<file path="src/can_sp_pkg.sv">
// shared types and constants for the can signal packer
// no dependencies
package can_sp_pkg;

  localparam int MAX_MESSAGE_BYTES = 64;
  localparam int START_W    = 9;
  localparam int BLEN_W     = 7;
  localparam int MLEN_W     = 7;
  localparam int DATA_W     = 64;
  localparam int BYTE_IDX_W = 6;
  localparam int CFG_W      = 9;
  localparam int CFG_IDX_W  = 3;

  typedef enum logic [1:0] {
    MODE_WRITE  = 2'd0,
    MODE_READ   = 2'd1,
    MODE_INSERT = 2'd2,
    MODE_NONE   = 2'd3
  } mode_t;

  typedef enum logic [CFG_IDX_W-1:0] {
    CFG_START_BIT  = 3'd0,
    CFG_BIT_LENGTH = 3'd1,
    CFG_BIG_ENDIAN = 3'd2,
    CFG_MSG_LENGTH = 3'd3
  } cfg_idx_t;

  typedef enum logic [1:0] {
    ST_IDLE,
    ST_READ,
    ST_INS_RD,
    ST_INS_WR
  } state_t;

  typedef struct packed {
    logic [1:0]            mode;
    logic [BYTE_IDX_W-1:0] byte_index;
    logic [DATA_W-1:0]     data;
  } in_word_t;

  typedef struct packed {
    logic [7:0] read_byte;
    logic       status;
  } out_word_t;

  // sawtooth bit numbering, its own inverse
  function automatic logic [START_W-1:0] saw(input logic [START_W-1:0] p);
    saw = {p[START_W-1:3], ~p[2:0]};
  endfunction

endpackage

</file>
<file path="src/can_sp_store.sv">
// message byte store: synchronous memory with registered read
// entries read as zero until written; uses no package items
module can_sp_store #(
  parameter int DEPTH = 64,
  parameter int AW    = $clog2(DEPTH)
) (
  input  logic          clk,
  input  logic          rst_n,
  input  logic          wr_en,
  input  logic [AW-1:0] wr_addr,
  input  logic [7:0]    wr_data,
  input  logic          rd_en,
  input  logic [AW-1:0] rd_addr,
  output logic [7:0]    rd_data
);

  logic [7:0]       mem [DEPTH];
  logic [DEPTH-1:0] valid_r;
  logic [7:0]       rd_data_r;
  logic             rd_vld_r;

  always_ff @(posedge clk) begin
    if (wr_en) begin
      mem[wr_addr] <= wr_data;
    end
    if (rd_en) begin
      rd_data_r <= mem[rd_addr];
    end
  end

  always_ff @(posedge clk) begin
    if (!rst_n) begin
      valid_r  <= '0;
      rd_vld_r <= 1'b0;
    end else begin
      if (wr_en) begin
        valid_r[wr_addr] <= 1'b1;
      end
      if (rd_en) begin
        rd_vld_r <= valid_r[rd_addr];
      end
    end
  end

  assign rd_data = rd_vld_r ? rd_data_r : 8'd0;

endmodule

</file>
<file path="src/can_signal_packer_core.sv">
// can signal packer top level: control, configuration and insert datapath
// depends on can_sp_pkg and can_sp_store
//
//  channel  ports                          handshake
//  input    start, busy, in_word           taken when start high and busy low
//  result   out_strobe, out_word           one cycle strobe, always taken
//  config   cfg_we, cfg_index, cfg_data    taken when cfg_we high
//
// byte write: result the cycle after accept, next word taken then
// byte read: store read registered on accept, result registered from ST_READ; busy meanwhile
// insert over n bytes (n up to 17): each byte read in ST_INS_RD, then merged and written
//   in ST_INS_WR via the byte-wide store ports, busy until done; flagged or empty inserts stay idle
// reset clears the per-byte valid flags at once; no clearing pass
// results cannot be stalled and show for exactly one cycle
module can_signal_packer_core #(
  parameter int MAX_MESSAGE_BYTES = can_sp_pkg::MAX_MESSAGE_BYTES
) (
  input  logic                                clk,
  input  logic                                rst_n,
  input  logic                                start,
  output logic                                busy,
  input  can_sp_pkg::in_word_t                in_word,
  output logic                                out_strobe,
  output can_sp_pkg::out_word_t               out_word,
  input  logic                                cfg_we,
  input  logic [can_sp_pkg::CFG_IDX_W-1:0]    cfg_index,
  input  logic [can_sp_pkg::CFG_W-1:0]        cfg_data
);

  localparam int AW = $clog2(MAX_MESSAGE_BYTES);
  localparam int MLW = can_sp_pkg::MLEN_W;
  localparam logic [MLW-1:0] MAX_LEN = MLW'(MAX_MESSAGE_BYTES);
  localparam int SW = can_sp_pkg::START_W;
  localparam int LW = can_sp_pkg::BLEN_W;
  localparam int DW = can_sp_pkg::DATA_W;

  can_sp_pkg::state_t state_r, state_nxt;

  logic [SW-1:0]  first_bit_r;
  logic [LW-1:0]  bit_length_r;
  logic           big_endian_r;
  logic [MLW-1:0] message_length_r;

  logic [MLW-1:0] idx_r, idx_nxt;
  logic [LW-1:0]  bits_r, bits_nxt;
  logic [2:0]     shift_r, shift_nxt;
  logic           first_r, first_nxt;
  logic [DW-1:0]  value_r, value_nxt;
  logic           rd_ok_r, rd_ok_nxt;
  logic           out_strobe_r, out_strobe_nxt;
  can_sp_pkg::out_word_t out_word_r, out_word_nxt;

  logic           accept;
  logic [MLW-1:0] eff_len;
  logic           more;
  logic           ins_zero;
  logic           ins_flag;
  logic [SW-1:0]  ins_lsb;
  logic [SW:0]    moto_pos;
  logic [SW:0]    intel_end;
  logic [DW-1:0]  len_mask;

  logic [2:0]     cur_shift;
  logic [3:0]     avail;
  logic [3:0]     size;
  logic [7:0]     low_mask;
  logic [7:0]     byte_mask;
  logic [7:0]     merged;

  logic           st_wr_en;
  logic [AW-1:0]  st_wr_addr;
  logic [7:0]     st_wr_data;
  logic           st_rd_en;
  logic [AW-1:0]  st_rd_addr;
  logic [7:0]     st_rd_data;

  assign accept  = start && (state_r == can_sp_pkg::ST_IDLE);
  assign busy    = (state_r != can_sp_pkg::ST_IDLE);
  assign eff_len = (message_length_r < MAX_LEN) ? message_length_r : MAX_LEN;
  assign more    = (idx_r < eff_len) && (bits_r != '0);

  // insert placement
  assign ins_zero  = (bit_length_r == '0);
  assign moto_pos  = {1'b0, can_sp_pkg::saw(first_bit_r)} + {3'b000, bit_length_r} - 10'd1;
  assign intel_end = {1'b0, first_bit_r} + {3'b000, bit_length_r} - 10'd1;
  assign ins_flag  = big_endian_r ? moto_pos[SW] : intel_end[SW];
  assign ins_lsb   = big_endian_r ? can_sp_pkg::saw(moto_pos[SW-1:0]) : first_bit_r;
  assign len_mask  = (bit_length_r >= 7'd64) ? {DW{1'b1}} : ~({DW{1'b1}} << bit_length_r);

  // byte merge
  assign cur_shift = first_r ? shift_r : 3'd0;
  assign avail     = 4'd8 - {1'b0, cur_shift};
  assign size      = (bits_r < {3'b000, avail}) ? bits_r[3:0] : avail;
  assign low_mask  = 8'hFF >> (4'd8 - size);
  assign byte_mask = low_mask << cur_shift;
  assign merged    = (st_rd_data & ~byte_mask) | ((value_r[7:0] & low_mask) << cur_shift);

  always_comb begin
    state_nxt = state_r;
    unique case (state_r)
      can_sp_pkg::ST_IDLE: begin
        if (accept) begin
          unique case (in_word.mode)
            can_sp_pkg::MODE_READ:   state_nxt = can_sp_pkg::ST_READ;
            can_sp_pkg::MODE_INSERT: begin
              if (!ins_zero && !ins_flag) begin
                state_nxt = can_sp_pkg::ST_INS_RD;
              end
            end
            can_sp_pkg::MODE_WRITE:  state_nxt = can_sp_pkg::ST_IDLE;
            can_sp_pkg::MODE_NONE:   state_nxt = can_sp_pkg::ST_IDLE;
            default:                 state_nxt = can_sp_pkg::ST_IDLE;
          endcase
        end
      end
      can_sp_pkg::ST_READ:   state_nxt = can_sp_pkg::ST_IDLE;
      can_sp_pkg::ST_INS_RD: state_nxt = more ? can_sp_pkg::ST_INS_WR : can_sp_pkg::ST_IDLE;
      can_sp_pkg::ST_INS_WR: state_nxt = can_sp_pkg::ST_INS_RD;
      default:               state_nxt = can_sp_pkg::ST_IDLE;
    endcase
  end

  always_comb begin
    idx_nxt        = idx_r;
    bits_nxt       = bits_r;
    shift_nxt      = shift_r;
    first_nxt      = first_r;
    value_nxt      = value_r;
    rd_ok_nxt      = rd_ok_r;
    out_strobe_nxt = 1'b0;
    out_word_nxt   = out_word_r;
    st_wr_en       = 1'b0;
    st_wr_addr     = idx_r[AW-1:0];
    st_wr_data     = merged;
    st_rd_en       = 1'b0;
    st_rd_addr     = idx_r[AW-1:0];
    unique case (state_r)
      can_sp_pkg::ST_IDLE: begin
        if (accept) begin
          out_word_nxt.read_byte = 8'd0;
          out_word_nxt.status    = 1'b0;
          unique case (in_word.mode)
            can_sp_pkg::MODE_WRITE: begin
              st_wr_en       = ({1'b0, in_word.byte_index} < eff_len);
              st_wr_addr     = in_word.byte_index[AW-1:0];
              st_wr_data     = in_word.data[7:0];
              out_strobe_nxt = 1'b1;
            end
            can_sp_pkg::MODE_READ: begin
              rd_ok_nxt  = ({1'b0, in_word.byte_index} < MAX_LEN);
              st_rd_en   = rd_ok_nxt;
              st_rd_addr = in_word.byte_index[AW-1:0];
            end
            can_sp_pkg::MODE_INSERT: begin
              idx_nxt   = {1'b0, ins_lsb[SW-1:3]};
              shift_nxt = ins_lsb[2:0];
              bits_nxt  = bit_length_r;
              first_nxt = 1'b1;
              value_nxt = in_word.data & len_mask;
              if (ins_zero || ins_flag) begin
                out_strobe_nxt      = 1'b1;
                out_word_nxt.status = !ins_zero;
              end
            end
            can_sp_pkg::MODE_NONE: out_strobe_nxt = 1'b1;
            default:               out_strobe_nxt = 1'b1;
          endcase
        end
      end
      can_sp_pkg::ST_READ: begin
        out_strobe_nxt         = 1'b1;
        out_word_nxt.read_byte = rd_ok_r ? st_rd_data : 8'd0;
        out_word_nxt.status    = 1'b0;
      end
      can_sp_pkg::ST_INS_RD: begin
        if (more) begin
          st_rd_en = 1'b1;
        end else begin
          out_strobe_nxt         = 1'b1;
          out_word_nxt.read_byte = 8'd0;
          out_word_nxt.status    = 1'b0;
        end
      end
      can_sp_pkg::ST_INS_WR: begin
        st_wr_en  = 1'b1;
        bits_nxt  = bits_r - {3'b000, size};
        value_nxt = value_r >> size;
        first_nxt = 1'b0;
        idx_nxt   = big_endian_r ? (idx_r - 7'd1) : (idx_r + 7'd1);
      end
      default: begin
      end
    endcase
  end

  always_ff @(posedge clk) begin
    if (!rst_n) begin
      state_r          <= can_sp_pkg::ST_IDLE;
      out_strobe_r     <= 1'b0;
      first_bit_r      <= '0;
      bit_length_r     <= 7'd8;
      big_endian_r     <= 1'b0;
      message_length_r <= 7'd8;
    end else begin
      state_r      <= state_nxt;
      out_strobe_r <= out_strobe_nxt;
      if (cfg_we) begin
        unique case (cfg_index)
          can_sp_pkg::CFG_START_BIT:  first_bit_r      <= cfg_data[SW-1:0];
          can_sp_pkg::CFG_BIT_LENGTH: bit_length_r     <= cfg_data[LW-1:0];
          can_sp_pkg::CFG_BIG_ENDIAN: big_endian_r     <= cfg_data[0];
          can_sp_pkg::CFG_MSG_LENGTH: message_length_r <= cfg_data[MLW-1:0];
          default: begin
          end
        endcase
      end
    end
  end

  always_ff @(posedge clk) begin
    idx_r      <= idx_nxt;
    bits_r     <= bits_nxt;
    shift_r    <= shift_nxt;
    first_r    <= first_nxt;
    value_r    <= value_nxt;
    rd_ok_r    <= rd_ok_nxt;
    out_word_r <= out_word_nxt;
  end

  can_sp_store #(
    .DEPTH (MAX_MESSAGE_BYTES),
    .AW    (AW)
  ) u_store (
    .clk     (clk),
    .rst_n   (rst_n),
    .wr_en   (st_wr_en),
    .wr_addr (st_wr_addr),
    .wr_data (st_wr_data),
    .rd_en   (st_rd_en),
    .rd_addr (st_rd_addr),
    .rd_data (st_rd_data)
  );

  assign out_strobe = out_strobe_r;
  assign out_word   = out_word_r;

endmodule

</file>
<file path="config.mk">
export PLATFORM = sky130hd
export DESIGN_NAME = can_signal_packer_core
export DESIGN_NICKNAME = d
export VERILOG_FILES = /design/src/can_sp_pkg.sv /design/src/can_sp_store.sv /design/src/can_signal_packer_core.sv
export SDC_FILE = /design/constraint.sdc
export NUM_CORES = 1
export LEC_CHECK = 0
export ABC_AREA = 1
export BUFFER_PORTS_ARGS = -buffer_cell sky130_fd_sc_hd__buf_2
export CAP_MARGIN = 20
export CORE_ASPECT_RATIO = 1.1
export CORE_MARGIN = 2
export CORE_UTILIZATION = 40
export CTS_CLUSTER_SIZE = 10
export DETAILED_ROUTE_END_ITERATION = 16
export PLACE_DENSITY = 0.6
export SETUP_SLACK_MARGIN = 0.1
export SKIP_LAST_GASP = 1
export SYNTH_ARGS = -nofsm -noshare
export SYNTH_HDL_FRONTEND = slang
export SYNTH_SLANG_ARGS = --single-unit
</file>
<file path="constraint.sdc">
create_clock -name clk -period 8.7 [get_ports clk]
set_clock_uncertainty 0.2 [all_clocks]
set_input_delay 1.305 -clock clk [delete_from_list [all_inputs] [get_ports clk]]
set_output_delay 1.305 -clock clk [all_outputs]
set_load 0.005 [all_outputs]
</file>
==> results.json, run 1 <==
{
  "status": "finished, final reports clean",
  "cts_tree": "yes",
  "num_vias": 24757,
  "setup_viol": 0,
  "worstPathRequired_ns": 8.79,
  "hpwl_mm": 58.6,
  "yosysSeqAreaShare": 0.609,
  "io_pins": 99,
  "grt_setup_unrepaired": "false",
  "num_rows": 110,
  "cts-resized-gates": 0,
  "postRouteAntennaNets": 0,
  "syn_inst": 3227,
  "finalInstanceArea_sq_um": 37100,
  "die_w_microns": 279,
  "vdd_drop_max_mv": 0.150,
  "reg2reg_to": "u_store.mem[59][2]$_DFFE_PP_",
  "report.final.slew_viol_count": 0,
  "fin_nets": 3382,
  "cts_buffers": 82,
  "drc": 0,
  "cts_hold_buf": 0,
  "syn-num-nets": 3365,
  "clockBufferDepth": 3,
  "synth_most_common_cell": "edfxtp_1",
  "grt_use_total": 0.223,
  "io_buffers": 98,
  "wirelength_mm": 96.0,
  "slew_headroom": 0.251,
  "dieHeight_microns": 306,
  "synthFlopType": "edfxtp_1",
  "post-cts-setup-buffers": 0,
  "hold_viol_final": 0,
  "drtIter0Drc": 2477,
  "crit_fanout": 64,
  "whs_path_depth": 1,
  "holdWs_ns": 0.257,
  "synthArstFlopShare": 0,
  "grt_overflow_total": 0,
  "min-delay-start": "u_store.valid_r[27]$_SDFFE_PN0P_",
  "grt_max_degree": 200,
  "critical_path_arrival_ns": 6.15,
  "synth_area_leaders": "edfxtp_1, o21ai_0, dfxtp_1",
  "synth_top_area_share": 0.553,
  "synth_top_cells_by_count": "edfxtp_1, nand2_1, nor2_1, o21ai_0, inv_1",
  "finalPower_mw": 8.30,
  "syn-cell-area_sq_um": 33200,
  "cap_viol_max_count": 0,
  "routedWlPerCell_microns": 21.9,
  "grt_pass1_vias": 23658,
  "rr_startpoint": "first_r$_DFFE_PP_",
  "start_util": 0.404,
  "place_area_sq_um": 34500,
  "ys_types": 50,
  "syn_area_per_cell_sq_um": 10.3,
  "max_freq_mhz": 165,
  "min_to": "u_store.valid_r[27]$_SDFFE_PN0P_",
  "power.density_nw_per_um2": 224,
  "reg2regPathDepth": 21,
  "grt_first_pass_wirelength_mm": 145,
  "synth_enable_flop_cells": 611,
  "start_kind": "register",
  "finalWeightedCongestion": 0.921,
  "leakage_nw": 13.7,
  "critPathCaptureType": "register",
  "fp.coreArea_sq_um": 82000,
  "r2r_setup_slack_ns": 2.64,
  "setup_tns_ns": 0,
  "tightestPinTransition_ns": 1.12,
  "cts.htree.levels": 3,
  "synth_area_leader_cell": "edfxtp_1",
  "cts_root_buf": "clkbuf_16",
  "yosys_register_bits": 703,
  "worstSetupPathType": "reg -> reg",
  "yosys_warnings": 0,
  "hold_class": "reg -> reg",
  "antenna_found_initial": 0,
  "vias_per_cell": 5.65,
  "design.die.area_sq_um": 85200,
  "clk_latency_ns": 0.65,
  "area_growth_pct": 11.7,
  "clkSinkCount": 703,
  "drive_gt1_frac": 0.0845,
  "clk_pin_slew_ns": 0.05,
  "drt_first_pass_iters": 6,
  "fin_crit_sh": 0.697,
  "min_period_ns": 6.06
}
-- power by group --
| group | switching (mW) | leakage [nW] | internal (mW) |
|---|---|---|---|
| combinational | 0.881 | 6.17 | 0.320 |
| clock | 1.37 | 1.18 | 1.85 |
| sequential | 0.0371 | 6.34 | 3.84 |
-- state kept, by name, summed over array words and instances (netlist names), 7 cells and up --
register           flops
u_store.mem          512
u_store.valid_r       64
value_r               64
first_bit_r            9
out_word               9
u_store.rd_data_r      8
bit_length_r           7
bits_r                 7
idx_r                  7
message_length_r       7
-- cell type report --
| cell class | instances | area (sq um) |
|---|---|---|
| diodes | 1 | 2.50 |
| multi-input cells | 2118 | 11500 |
| well taps | 1064 | 1330 |
| repair buffers | 125 | 763 |
| inverters | 214 | 817 |
| flip-flops and latches | 703 | 20200 |
| fillers | 7657 | 45000 |
| clock inverters | 7 | 128 |
| clock buffers | 146 | 2370 |
-- worst max-delay path by stage --
stage,start,slack [ns],to,cells after the start
3_3_place_gp,first_r$_DFFE_PP_,2.62,u_store.mem[63][2]$_DFFE_PP_,21
6_report,first_r$_DFFE_PP_,2.64,u_store.mem[59][2]$_DFFE_PP_,21
4_1_cts,first_r$_DFFE_PP_,2.63,u_store.mem[45][2]$_DFFE_PP_,21
5_1_grt,first_r$_DFFE_PP_,2.02,u_store.mem[55][2]$_DFFE_PP_,21
2_1_floorplan,in_word[70],2.47,value_r[0]$_DFFE_PP_,6
3_5_place_dp,first_r$_DFFE_PP_,2.63,u_store.mem[63][2]$_DFFE_PP_,21
-- per-layer routing --
layer	global-route usage	wire length [microns]	up-vias
met5	0	0	-
met4	0.0879	3660	0
met3	0.0313	5750	198
met2	0.372	46200	840
met1	0.294	40300	12079
li1	-	-	11640
-- per-stage QoR --
step                      utilization  std cells  setup WS (ns)
final                           0.452       4378           2.64
after global routing            0.452       4377           2.02
after CTS                       0.451       4375           2.63
after detailed placement        0.421       4222           2.63
after global placement          0.421       4222           2.62
after floorplan                     -       3227           2.47
-- worst max-delay path: stages (launching register included) --
cell and delay, ns:
edfxtp_1 0.47, nand2_1 0.39, inv_1 0.27, nor3_1 0.38, inv_1 0.08, ha_1 0.22, nor4_4 0.38, nand3_1 0.16
nand2_2 0.55, buf_4 0.55, nand3_1 0.13, nand2_1 0.10, nand2_2 0.26, nand3_1 0.15, o21ai_0 0.11, nand2_1 0.11
nand2_1 0.06, nand2_1 0.06, nand2_1 0.06, nand3_1 0.06, nand2_1 0.09, inv_2 0.78
-- cells in the final DEF, fill, tap and decap left out, types with 5 or more instances in the layout --
cell       count
a21oi_1       50
buf_2         98
buf_4         22
clkbuf_1      58
clkbuf_16     84
clkinv_1       6
dfxtp_1       92
edfxtp_1     611
ha_1          48
inv_1        195
inv_2         10
mux2i_1       85
nand2_1      474
nand2_2        8
nand3_1      192
nand4_1       16
nor2_1       408
nor3_1        12
o211ai_1     109
o21a_1        53
o21ai_0      406
o21ai_1       14
o21bai_1       5
o221ai_1      85
o22ai_1       76
or2_2         18
xor2_1         9
-- kinds of logic (layout without fill, tap and decap cells) --
group,after synthesis,in the layout,share of synthesized area
xor+xnor,12,12,0.00317
other cells,0,1,0
fa+ha+maj,50,50,0.0193
mux,85,85,0.0257
compound gates,825,825,0.152
simple gates,1146,1146,0.143
buf+inv,406,492,0.0486
flops,703,703,0.609
No activity file was read; power rests on OpenSTA's default activity.
==> run 2: changes to the inputs <==
==> constraint.sdc (replaced) <==
create_clock -name clk -period 5.8 [get_ports clk]
set_clock_uncertainty 0.2 [all_clocks]
set_input_delay 0.87 -clock clk [delete_from_list [all_inputs] [get_ports clk]]
set_output_delay 0.87 -clock clk [all_outputs]
set_load 0.005 [all_outputs]
==> run 2 against run 1 <==
Against the previous run:
- power up 50%
- setup slack worse by 2.0 ns
- critical path depth down 2
- clock-buffer cell count down 1
- highest routed layer unchanged
==> results.json, run 2 (synthesis gave the netlist of run 1 again) <==
{
  "start_util": 0.404,
  "cts_hold_buf": 0,
  "whs_path_depth": 1,
  "min_to": "u_store.valid_r[27]$_SDFFE_PN0P_",
  "dieHeight_microns": 306,
  "fin_nets": 3399,
  "postRouteAntennaNets": 0,
  "power.density_nw_per_um2": 335,
  "cp_common_cell": "nand2_1",
  "grt_first_pass_wirelength_mm": 145,
  "cp_num_buf_inv": 3,
  "place_area_sq_um": 34700,
  "worstSetupPathType": "reg -> reg",
  "fin_crit_sh": 0.889,
  "setup_tns_ns": 0,
  "clockBufferDepth": 3,
  "clkSinkCount": 703,
  "area_growth_pct": 12.4,
  "antenna_found_initial": 0,
  "dp_cells": 4240,
  "wirelength_mm": 96.7,
  "drt_first_pass_iters": 6,
  "finalPower_mw": 12.5,
  "design.die.area_sq_um": 85200,
  "vias_per_cell": 5.64,
  "vdd_drop_max_mv": 0.226,
  "hold_class": "reg -> reg",
  "cts_buffers": 82,
  "largest_reg_flops": 512,
  "finalInstanceArea_sq_um": 37300,
  "tightestPinTransition_ns": 1.11,
  "max_freq_mhz": 194,
  "num_vias": 24797,
  "routedWlPerCell_microns": 22.0,
  "clk_pin_slew_ns": 0.05,
  "hpwl_mm": 60.3,
  "cp-startpoint": "first_r$_DFFE_PP_",
  "hold_viol_final": 0,
  "cts.htree.levels": 3,
  "cp_slowest_cell": "nor2_4",
  "slowest_delay_ns": 0.81,
  "reg2regPathDepth": 19,
  "min_period_ns": 5.16,
  "clk_latency_ns": 0.64,
  "min-delay-start": "u_store.valid_r[27]$_SDFFE_PN0P_",
  "critPathCaptureType": "register",
  "crit_fanout": 45,
  "worstPathRequired_ns": 6.06,
  "cts_root_buf": "clkbuf_16",
  "reg2reg_to": "u_store.mem[61][1]$_DFFE_PP_",
  "reg_top3": "u_store.mem x512, u_store.valid_r x64, value_r x64",
  "report.final.slew_viol_count": 0,
  "grt_use_total": 0.223,
  "diodes": 0,
  "holdWs_ns": 0.256,
  "status": "finished, final reports clean",
  "post-cts-setup-buffers": 0,
  "finalWeightedCongestion": 0.929,
  "rr_startpoint": "first_r$_DFFE_PP_",
  "drtIter0Drc": 2675,
  "final_cells": 4395,
  "crit_chain": "nand2_2 -> inv_2 -> nor3_1 -> inv_1 -> ha_1 -> nor4_4 -> nand2_4 -> nand2_1 -> nand2_2 -> nand3_1 -> nand2_1 -> nand2_2 -> nand4_1 -> nand2_1 -> nand2_1 -> nor2_1 -> nor3_1 -> nor2_4 -> buf_4",
  "largest_register": "u_store.mem",
  "setup_viol": 0,
  "layout.cells.most_common": "edfxtp_1",
  "cts-resized-gates": 0,
  "grt_setup_unrepaired": "false",
  "fill_cells": 7717,
  "grt_pass1_vias": 23785,
  "critical_path_arrival_ns": 5.41,
  "path_delay_family": "simple AND/OR/NAND/NOR gates",
  "drc": 0,
  "leakage_nw": 13.8,
  "drive_gt1_frac": 0.0886,
  "cap_viol_max_count": 0,
  "io_pins": 99,
  "grt_max_degree": 171,
  "num_rows": 110,
  "io_buffers": 98,
  "slew_headroom": 0.261,
  "grt_overflow_total": 0,
  "r2r_setup_slack_ns": 0.64,
  "fp.coreArea_sq_um": 82000,
  "start_kind": "register",
  "final_cell_mix": "edfxtp_1, nand2_1, nor2_1, o21ai_0, inv_1",
  "die_w_microns": 279,
  "cts_tree": "yes"
}
==> run 2: cell count changes in the layout (fill, tap and decap cells not counted), moves of 2 or more <==
cell and change:
buf_4 +10, buf_12 +8, clkbuf_1 +2, clkbuf_8 -3
==> run 2: layout make-up <==
type	count	area [sq um]	share of cell area
well taps	1064	1330	0.0357
flip-flops and latches	703	20200	0.542
clock buffers	145	2340	0.0628
multi-input cells	2118	11500	0.307
repair buffers	142	971	0.0261
inverters	214	817	0.0219
clock inverters	9	164	0.00440
==> run 2: per-stage QoR <==
step | utilization | setup slack [ns]
after floorplan | - | 0.688
after global placement | 0.424 | 0.706
after detailed placement | 0.424 | 0.662
after CTS | 0.454 | 0.672
after global routing | 0.454 | 0.124
final | 0.454 | 0.643
==> run 2: worst reg2reg max path: cells and delay by family (launching register included) <==
family	cells	cell delay, ns
flip-flops	1	0.46
adder cells (fa/ha/maj)	1	0.21
buffers and inverters	3	0.68
AND/OR/NAND/NOR	15	3.46
==> run 2: where the power goes <==
part | internal [mW] | switching [mW]
Clock | 2.79 | 2.04
Sequential | 5.75 | 0.0541
Combinational | 0.505 | 1.34
==> run 2: worst max path at each step <==
| stage | slack (ns) | to | cells past startpoint |
|---|---|---|---|
| 6_report | 0.64 | u_store.mem[61][1]$_DFFE_PP_ | 19 |
| 5_1_grt | 0.12 | u_store.mem[52][1]$_DFFE_PP_ | 19 |
| 3_3_place_gp | 0.71 | u_store.mem[30][1]$_DFFE_PP_ | 19 |
| 4_1_cts | 0.67 | u_store.mem[56][1]$_DFFE_PP_ | 19 |
| 2_1_floorplan | 0.69 | u_store.mem[0][4]$_DFFE_PP_ | 19 |
| 3_5_place_dp | 0.66 | u_store.mem[30][1]$_DFFE_PP_ | 19 |
==> run 2: metal layers <==
metal	vias to the layer above	global-route usage	routed length (microns)
met3	197	0.0363	5810
met5	-	0	0
met2	851	0.373	46800
li1	11671	-	-
met4	0	0.0943	3800
met1	12078	0.289	40300
